`src/hw/rtl/itrd_pkg.sv`:
```
package itrd_pkg;

  localparam int VAL_W     = 64;
  localparam int DIG_W     = 4;
  localparam int CHAR_W    = 8;
  localparam int NUM_CHARS = 16;
  localparam int BASE_W    = 5;
  localparam int CFG_W     = 64;
  localparam int CFG_IDX_W = 2;

  localparam int MAX_DIGITS_DEF = 64;
  localparam int MAX_BASE_DEF   = 16;

  localparam logic [BASE_W-1:0] BASE_RST = BASE_W'(10);
  localparam logic [BASE_W-1:0] BASE_MIN = BASE_W'(2);

  typedef enum logic [CFG_IDX_W-1:0] {
    REG_BASE_SIZE  = 2'd0,
    REG_CHARS_LOW  = 2'd1,
    REG_CHARS_HIGH = 2'd2
  } cfg_reg_t;

  typedef struct packed {
    logic start;
    logic cont;
  } div_ctrl_t;

  typedef struct packed {
    logic             done;
    logic [DIG_W-1:0] digit;
    logic             q_zero;
  } div_stat_t;

  typedef struct packed {
    logic push;
    logic pop;
  } stk_ctrl_t;

endpackage

```
`src/hw/rtl/itrd_div.sv`:
```
module itrd_div (
  input  logic                                clk,
  input  logic                                rst_n,
  input  itrd_pkg::div_ctrl_t                 ctrl,
  input  logic [itrd_pkg::VAL_W-1:0]          dividend,
  input  logic [itrd_pkg::BASE_W-1:0]         radix,
  output itrd_pkg::div_stat_t                 stat
);
  import itrd_pkg::*;

  localparam int CNT_W = $clog2(VAL_W);

  logic [VAL_W-1:0]  quo_r;
  logic [DIG_W-1:0]  rem_r;
  logic [BASE_W-1:0] radix_r;
  logic [CNT_W-1:0]  bit_cnt_r;
  logic              busy_r;
  logic              done_r;
  logic              nz_r;

  logic [BASE_W-1:0] trial;
  logic [BASE_W-1:0] diff;
  logic              ge;

  // one quotient bit per cycle, restoring
  always_comb begin
    trial = {rem_r, quo_r[VAL_W-1]};
    ge    = (trial >= radix_r);
    diff  = trial - radix_r;
  end

  always_ff @(posedge clk) begin
    if (!rst_n) begin
      busy_r <= 1'b0;
      done_r <= 1'b0;
    end else begin
      done_r <= 1'b0;
      if (ctrl.start || ctrl.cont) begin
        if (ctrl.start) begin
          quo_r   <= dividend;
          radix_r <= radix;
        end
        rem_r     <= '0;
        bit_cnt_r <= '0;
        nz_r      <= 1'b0;
        busy_r    <= 1'b1;
      end else if (busy_r) begin
        quo_r     <= {quo_r[VAL_W-2:0], ge};
        rem_r     <= ge ? diff[DIG_W-1:0] : trial[DIG_W-1:0];
        nz_r      <= nz_r | ge;
        bit_cnt_r <= bit_cnt_r + CNT_W'(1);
        if (bit_cnt_r == CNT_W'(VAL_W - 1)) begin
          busy_r <= 1'b0;
          done_r <= 1'b1;
        end
      end
    end
  end

  assign stat.done   = done_r;
  assign stat.digit  = rem_r;
  assign stat.q_zero = !nz_r;

endmodule

```
`src/hw/rtl/itrd_stack.sv`:
```
module itrd_stack #(
  parameter int DEPTH = itrd_pkg::MAX_DIGITS_DEF
) (
  input  logic                              clk,
  input  logic                              rst_n,
  input  itrd_pkg::stk_ctrl_t               ctrl,
  input  logic [itrd_pkg::DIG_W-1:0]        din,
  output logic [itrd_pkg::DIG_W-1:0]        top,
  output logic [$clog2(DEPTH+1)-1:0]        count
);
  import itrd_pkg::*;

  localparam int CW = $clog2(DEPTH + 1);

  logic [DIG_W-1:0] stk_r [DEPTH];
  logic [CW-1:0]    count_r;

  // shift line: push moves entries up, pop moves them down
  always_ff @(posedge clk) begin
    if (ctrl.push) begin
      stk_r[0] <= din;
      for (int i = 1; i < DEPTH; i++) begin
        stk_r[i] <= stk_r[i-1];
      end
    end else if (ctrl.pop) begin
      for (int i = 0; i < DEPTH - 1; i++) begin
        stk_r[i] <= stk_r[i+1];
      end
    end
  end

  always_ff @(posedge clk) begin
    if (!rst_n) begin
      count_r <= '0;
    end else if (ctrl.push) begin
      count_r <= count_r + CW'(1);
    end else if (ctrl.pop) begin
      count_r <= count_r - CW'(1);
    end
  end

  assign top   = stk_r[0];
  assign count = count_r;

endmodule

```
`src/hw/rtl/integer_to_radix_digits.sv`:
```
// channel | direction | handshake            | payload
// cfg     | in        | cfg_we               | cfg_index, cfg_wdata
// in      | in        | in_valid / in_ready  | in_value, in_is_signed
// out     | out       | out_valid / out_ready| out_digit_char, out_last_digit
//
// each digit comes from the bit-serial divider (one quotient bit per cycle
// plus a handoff), an item yields up to MAX_DIGITS digits, then one digit per
// cycle is delivered while out_ready is high; one item is in work at a time
// reset is synchronous on rst_n low; base_size returns to 10, tables to zero
// out_ready low holds a valid output register and stops popping digits
module integer_to_radix_digits #(
  parameter int MAX_DIGITS = itrd_pkg::MAX_DIGITS_DEF,
  parameter int MAX_BASE   = itrd_pkg::MAX_BASE_DEF
) (
  input  logic                              clk,
  input  logic                              rst_n,
  input  logic                              cfg_we,
  input  logic [itrd_pkg::CFG_IDX_W-1:0]    cfg_index,
  input  logic [itrd_pkg::CFG_W-1:0]        cfg_wdata,
  input  logic                              in_valid,
  output logic                              in_ready,
  input  logic [itrd_pkg::VAL_W-1:0]        in_value,
  input  logic                              in_is_signed,
  output logic                              out_valid,
  input  logic                              out_ready,
  output logic [itrd_pkg::CHAR_W-1:0]       out_digit_char,
  output logic                              out_last_digit
);
  import itrd_pkg::*;

  localparam int CW = $clog2(MAX_DIGITS + 1);

  typedef enum logic [2:0] {
    ST_IDLE = 3'b001,
    ST_DIV  = 3'b010,
    ST_EMIT = 3'b100
  } state_t;

  state_t state_r, state_nxt;

  logic [BASE_W-1:0] base_size_r;
  logic [CFG_W-1:0]  chars_low_r;
  logic [CFG_W-1:0]  chars_high_r;

  logic                  out_valid_r;
  logic [CHAR_W-1:0]     out_char_r;
  logic                  out_last_r;

  logic [BASE_W-1:0]     radix_eff;
  logic [VAL_W-1:0]      magnitude;
  logic                  accept;
  logic                  finish;
  logic                  load_out;
  logic                  is_last;
  div_ctrl_t             div_ctrl;
  div_stat_t             div_stat;
  stk_ctrl_t             stk_ctrl;
  logic [DIG_W-1:0]      stk_top;
  logic [CW-1:0]         stk_count;
  logic [NUM_CHARS-1:0][CHAR_W-1:0] char_tab;

  always_ff @(posedge clk) begin
    if (!rst_n) begin
      base_size_r  <= BASE_RST;
      chars_low_r  <= '0;
      chars_high_r <= '0;
    end else if (cfg_we) begin
      case (cfg_index)
        REG_BASE_SIZE:  base_size_r  <= cfg_wdata[BASE_W-1:0];
        REG_CHARS_LOW:  chars_low_r  <= cfg_wdata;
        REG_CHARS_HIGH: chars_high_r <= cfg_wdata;
        default: ;
      endcase
    end
  end

  always_comb begin
    if (base_size_r < BASE_MIN) begin
      radix_eff = BASE_MIN;
    end else if (base_size_r > BASE_W'(MAX_BASE)) begin
      radix_eff = BASE_W'(MAX_BASE);
    end else begin
      radix_eff = base_size_r;
    end
  end

  assign magnitude = (in_is_signed && in_value[VAL_W-1]) ? (VAL_W'(0) - in_value) : in_value;
  assign in_ready  = (state_r == ST_IDLE);
  assign accept    = in_valid && in_ready;
  assign finish    = div_stat.q_zero || (stk_count == CW'(MAX_DIGITS - 1));
  assign load_out  = (state_r == ST_EMIT) && (!out_valid_r || out_ready);
  assign is_last   = (stk_count == CW'(1));

  assign div_ctrl.start = accept;
  assign div_ctrl.cont  = (state_r == ST_DIV) && div_stat.done && !finish;
  assign stk_ctrl.push  = (state_r == ST_DIV) && div_stat.done;
  assign stk_ctrl.pop   = load_out;

  assign char_tab = {chars_high_r, chars_low_r};

  itrd_div u_div (
    .clk      (clk),
    .rst_n    (rst_n),
    .ctrl     (div_ctrl),
    .dividend (magnitude),
    .radix    (radix_eff),
    .stat     (div_stat)
  );

  itrd_stack #(
    .DEPTH (MAX_DIGITS)
  ) u_stack (
    .clk   (clk),
    .rst_n (rst_n),
    .ctrl  (stk_ctrl),
    .din   (div_stat.digit),
    .top   (stk_top),
    .count (stk_count)
  );

  always_comb begin
    state_nxt = state_r;
    case (state_r)
      ST_IDLE: begin
        if (accept) state_nxt = ST_DIV;
      end
      ST_DIV: begin
        if (div_stat.done && finish) state_nxt = ST_EMIT;
      end
      ST_EMIT: begin
        if (load_out && is_last) state_nxt = ST_IDLE;
      end
      default: state_nxt = ST_IDLE;
    endcase
  end

  always_ff @(posedge clk) begin
    if (!rst_n) begin
      state_r     <= ST_IDLE;
      out_valid_r <= 1'b0;
    end else begin
      state_r <= state_nxt;
      if (load_out) begin
        out_valid_r <= 1'b1;
        out_char_r  <= char_tab[stk_top];
        out_last_r  <= is_last;
      end else if (out_ready) begin
        out_valid_r <= 1'b0;
      end
    end
  end

  assign out_valid      = out_valid_r;
  assign out_digit_char = out_char_r;
  assign out_last_digit = out_last_r;

endmodule

```
`config.mk`:
```
export PLATFORM = sky130hd
export DESIGN_NAME = integer_to_radix_digits
export DESIGN_NICKNAME = d
export VERILOG_FILES = /design/src/hw/rtl/itrd_pkg.sv /design/src/hw/rtl/itrd_div.sv /design/src/hw/rtl/itrd_stack.sv /design/src/hw/rtl/integer_to_radix_digits.sv
export SDC_FILE = /design/constraint.sdc
export NUM_CORES = 1
export LEC_CHECK = 0
export ABC_AREA = 1
export BUFFER_PORTS_ARGS = -buffer_cell sky130_fd_sc_hd__buf_4
export CAP_MARGIN = 5
export CORE_MARGIN = 2
export CORE_UTILIZATION = 25
export CTS_BUF_LIST = sky130_fd_sc_hd__clkbuf_8
export CTS_CLUSTER_DIAMETER = 40
export CTS_CLUSTER_SIZE = 28
export DETAILED_ROUTE_END_ITERATION = 10
export GPL_ROUTABILITY_DRIVEN = 0
export HOLD_SLACK_MARGIN = 0.08
export REMOVE_ABC_BUFFERS = 1
export SYNTH_ARGS = -nofsm -noshare
export SYNTH_HDL_FRONTEND = slang
export SYNTH_SLANG_ARGS = --single-unit
```
`constraint.sdc`:
```
create_clock -name clk -period 10.16 [get_ports clk]
set_input_delay 1.016 -clock clk [delete_from_list [all_inputs] [get_ports clk]]
set_output_delay 1.016 -clock clk [all_outputs]
set_load 0.01 [all_outputs]
```
==> out/results.ini, run 1 <==
[status]
run_status=completed

[power]
ir_drop_v=0.0000781
leakage_nw=10.6
power.density_nw_per_um2=167
power_mw=4.49

[setup_path]
crit_arrival_ns=4.01
startpoint_type=input pin
r2r-start=state_r[0]
crit_path_end_kind=register
path_common_cell=buf_4
critPathRequiredTime_ns=10.40
worstSetupPathType=in2reg
critPathMaxStageDelay_ns=0.93
crit_path_top_delay_cell=buf_4
r2r_slack_ns=6.54
worstRegToRegCells=5
cp-endpoint=u_stack.stk_r[28][0]
crit_fanout=94
r2r-end=u_stack.stk_r[28][0]
path_cells=buf_4, inv_1, nand2_1, nand3_4, nand2_4, buf_4, buf_4
cp-startpoint=out_ready

[floorplanning]
initial_utilization_pct=25.2
die_height_um=308
pin_count=147
core_region_area_um2=91500
die_w_um=308
rows=111
die_area_um2=94700

[place]
dp_cells=3876
placed_area_um2=25200
pre_cts_ws_ns=5.75
io_buffers=146
hpwl_mm=35.8

[detailed_routing]
drt_iter0_markers=1505
antenna_left=0
viasPerCell=4.42
wl_mm=56.1
firstDrtPassIters=7
wl_per_cell_um=13.9
drc_errors=0
vias=17800

[cts]
clockRootBuffer=clkbuf_8
postCtsSetupBuffers=0
cts-resized-gates=0
cts_max_path_buffers=3
tritoncts=done
clk-insertion-delay-late_ns=0.67
cts_buffers=77
clk_pin_slew_ns=0.06
hold_buffers=0
cts.sinks=491
htree_num_levels=3

[synthesis]
yosys.area.top_type=edfxtp_1
avgSynthCellArea_um2=8.66
synthTopCellsByArea=edfxtp_1 45%, dfxtp_1 13%, nand2_1 13%
syn-cell-area_um2=23100
synth_top_area_share_pct=44.9
synth-seq-area-share_pct=57.6
yosysUniqueCellTypes=42
ys_warn_count=0
syn-instance-count=2665
ys_seq_elements=491

[timing]
slew_violations=0
min_period_ns=3.76
fin_crit_sh_pct=37.0
setup-tns-final_ns=0
maxSlewHeadroom_pct=17.9
fmax_mhz=266
tightest_slew_ns=1.23
finClkSkew_ns=0.0509
setup_viol=0
whs_ns=0.442
rsz0062_at_grt=no
final_hold_viol_count=0
final.setup.worst_slack_ns=6.40

[grt]
grt_start_max_net_pins=122
grt_pass1_wl_mm=90.0
grt_pass1_vias=17000
grt.busiest_layer=met2
grtUsageTotal_pct=11.7
overflow=0
use_met3_pct=2.80
antenna_found_initial=4
grt_use_met1_pct=15.7
use_met2_pct=18.2

[min_path]
min-delay-start=u_stack.stk_r[62][0]
min_path_type=reg2reg

[finish]
mostFrequentLayoutCells=771 x nand2_1, 345 x edfxtp_1, 343 x o21ai_0
fin_area_um2=26900
final_net_count=2916
post_route_cells_drive_above_1_share_pct=11.8
syn_to_final_growth_pct=16.7
final_common_cell=nand2_1
final_core_util_pct=29.4
stdcell_count=4022

[run]
drv_cap=0

-- synth_stat cells, drive strengths merged --
cell / n
nand2: 778
o21ai: 386
edfxtp: 345
nor2: 340
inv: 186
dfxtp: 146
nand3: 105
a21oi: 86
clkbuf: 75
buf: 67
o211ai: 37
mux2i: 32
nand4: 21
xor2: 11
ha: 10
xnor2: 9
nand3b: 7
or2: 6
nor3: 4
a31oi: 3
a21o: 2
nor3b: 2
a22oi: 1
and2: 1
clkinv: 1
fa: 1
o21bai: 1
o22ai: 1
o31ai: 1
-- worst min path at each step --
stage                                 endpoint  slack (ns)  cells past startpoint
after CTS                 u_stack.stk_r[63][0]        0.44                      0
after global placement    u_stack.stk_r[63][0]        0.43                      0
after global routing      u_stack.stk_r[63][0]        0.44                      0
after detailed placement  u_stack.stk_r[63][0]        0.44                      0
final                     u_stack.stk_r[63][0]        0.44                      0
after floorplan           u_stack.stk_r[63][0]        0.43                      0
-- flip-flops by register name, summed over array words and instances, names as in the netlist, 3 cells and up --
register,flops
u_stack.stk_r,256
chars_high_r,64
chars_low_r,64
u_div.quo_r,64
out_digit_char,8
u_stack.count,7
u_div.bit_cnt_r,6
base_size_r,5
u_div.radix_r,5
u_div.rem_r,4
state_r,3
-- critical path, delay by kind of cell --
| kind | cells | cell delay (ns) |
|---|---|---|
| buf+inv | 4 | 1.95 |
| simple gates | 3 | 0.90 |
-- area by class of cell --
type                    count  area (µm²)
multi-input cells        1845        8440
clock buffers              86        1180
flip-flops and latches    491       13300
clock inverters            55         562
fillers                  9640       64600
diodes                      5        12.5
well taps                1186        1480
inverters                 187         706
repair buffers            167        1250
-- per-layer routing --
layer,routed length [µm],up-vias
li1,-,9094
met1,26600,8221
met2,25200,378
met3,3000,92
met4,1360,2
met5,13,-
-- logic make-up (layout without fill, tap and decap cells) --
logic type	after synthesis	in the layout	synth area share, %
and+or+nand+nor	1264	1264	21.9
AOI/OAI and AO/OA	518	518	11.8
DFF	491	491	57.6
buffers and inverters	329	495	6.00
muxes	32	32	1.39
xor gates and xnor gates	20	20	0.759
adders and majority gates	11	11	0.629
other	0	5	0
-- power breakdown --
group / switching (mW) / internal, mW
Sequential: 0.0296 / 2.22
Combinational: 0.225 / 0.128
Clock: 0.891 / 1.00
(Power assumes the default switching activity.)
==> run 2, diff against run 1 <==
- clock period: 10.16 -> 3.4 ns (I/O delays scaled with it)
==> run 2 against run 1 <==
Core utilization up 1.5 points. Clock power rose to 2.9 times the previous value. Non-clock buffer count up 142. Sequential power rose to 3.0 times the previous value. Die area unchanged. Worst setup slack worse by 5.6 ns. Critical path type is now reg2reg. Largest power group unchanged.
==> out/results.ini, run 2 (synthesis gave the netlist of run 1 again) <==
[power]
switchingPower_mw=3.48
ir_drop_v=0.000328
leakage_nw=11.2
power.density_nw_per_um2=475
seq_power_share_pct=49.8
switching_share_pct=25.9
power_mw=13.5
comb_power_share_pct=8.9
internal_power_mw=9.97
clkPwrFrac_pct=41.2

[finish]
final_net_count=3051
mostFrequentLayoutCells=771 x nand2_1, 345 x edfxtp_1, 343 x o21ai_0
final_common_cell=nand2_1
post_route_cells_drive_above_1_share_pct=11.3
syn_to_final_growth_pct=22.8
largest_register_ffs=256
regMostFlops=u_stack.stk_r

[timing]
finClkSkew_ns=0.0419
fmax_mhz=381
maxSlewHeadroom_pct=23.5
rsz0062_at_grt=no
min_period_ns=2.62
setup_viol=0
slew_violations=0
final_hold_viol_count=0
tightest_slew_ns=1.15
whs_ns=0.140
fin_crit_sh_pct=77.2

[cts]
cts.sinks=491
clockRootBuffer=clkbuf_8
cts-resized-gates=0
cts_max_path_buffers=3
clk-insertion-delay-late_ns=0.68
htree_num_levels=3
clk_pin_slew_ns=0.08
tritoncts=done
cts_buffers=70

[setup_path]
crit_path_end_kind=register
crit_arrival_ns=2.93
critPathRequiredTime_ns=3.70
path_cells=nand2_1, nor2_2, nand2_4, clkinv_2, nand3_1, nand2_2, buf_4, o21ai_1, nor2_4, buf_12
crit_fanout=64
crit_path_top_delay_cell=dfxtp_1
startpoint_type=register
worstSetupPathType=reg2reg
critPathMaxStageDelay_ns=0.38

[grt]
grt_pass1_vias=17700
overflow=0
grt_pass1_wl_mm=92.7
antenna_found_initial=2
grtUsageTotal_pct=12.1
grt_start_max_net_pins=141

[floorplanning]
die_area_um2=94700
rows=111
core_region_area_um2=91500
die_height_um=308
initial_utilization_pct=25.2
die_w_um=308
pin_count=147

[detailed_routing]
viasPerCell=4.45
antenna_left=0
drt_iter0_markers=1570
firstDrtPassIters=6
wl_per_cell_um=14.0
vias=18400
wl_mm=57.9
drc_errors=0

[run]
drv_cap=0

[status]
run_status=completed

[min_path]
min_path_type=in2reg

[place]
hpwl_mm=36.9
io_buffers=146

-- run 2: critical path, delay by kind of cell (launching register included) --
| kind | cells | cell delay [ns] |
|---|---|---|
| flops | 1 | 0.38 |
| buf+inv | 3 | 0.80 |
| simple gates | 6 | 0.89 |
| compound gates | 1 | 0.15 |
-- run 2: final cells by class --
class	instances	area, µm²
inverters	187	706
diodes	2	5.00
clock inverters	52	634
multi-input cells	1845	8440
flip-flops and latches	491	13300
repair buffers	309	2760
clock buffers	74	1020
well taps	1186	1480
fillers	9523	63200
-- run 2: worst paths after layout --
path,startpoint,endpoint,slack (ns),depth (start not counted)
worst max-delay path,state_r[1],u_div.quo_r[48],0.78,10
worst max register to register,state_r[1],u_div.quo_r[48],0.78,10
worst min register to register,u_stack.stk_r[62][2],u_stack.stk_r[63][2],0.42,0
worst min-delay path,in_value[53],u_div.quo_r[53],0.14,5
-- run 2: per-layer routing --
layer,global-route usage (%),routed length (µm),up-vias
met3,2.35,2850,91
met5,0,0,-
met2,19.0,26400,415
met1,16.3,27200,8582
li1,-,-,9359
met4,4.70,1450,0
-- run 2: what timing repair did --
item | in CTS | in global routing
buffers inserted | 0 | 0
hold buffers | 129 | 0
endpoints found under the hold margin | 196 | 0
-- run 2: power by group through the flow --
stage / Sequential (mW) / Combinational [mW] / Clock, mW
3_3_place_gp: 6.84 / 1.07 / 0
4_1_cts: 6.71 / 1.21 / 5.71
6_report: 6.70 / 1.20 / 5.54
3_5_place_dp: 6.84 / 1.08 / 0
2_1_floorplan: 6.82 / 0.644 / 0
5_1_grt: 6.73 / 1.36 / 5.93
-- run 2: through the flow --
step,setup TNS [ns],worst slack (ns),instances,util (%),area (µm²)
6_report,0,0.776,4146,31.0,28300
5_1_grt,0,0.520,4146,31.0,28300
4_1_cts,0,0.705,4144,30.9,28300
3_5_place_dp,0,0.780,3889,27.7,25400
3_3_place_gp,0,0.781,3889,27.7,25400
2_1_floorplan,-2385.10,-7.26,2523,-,22400
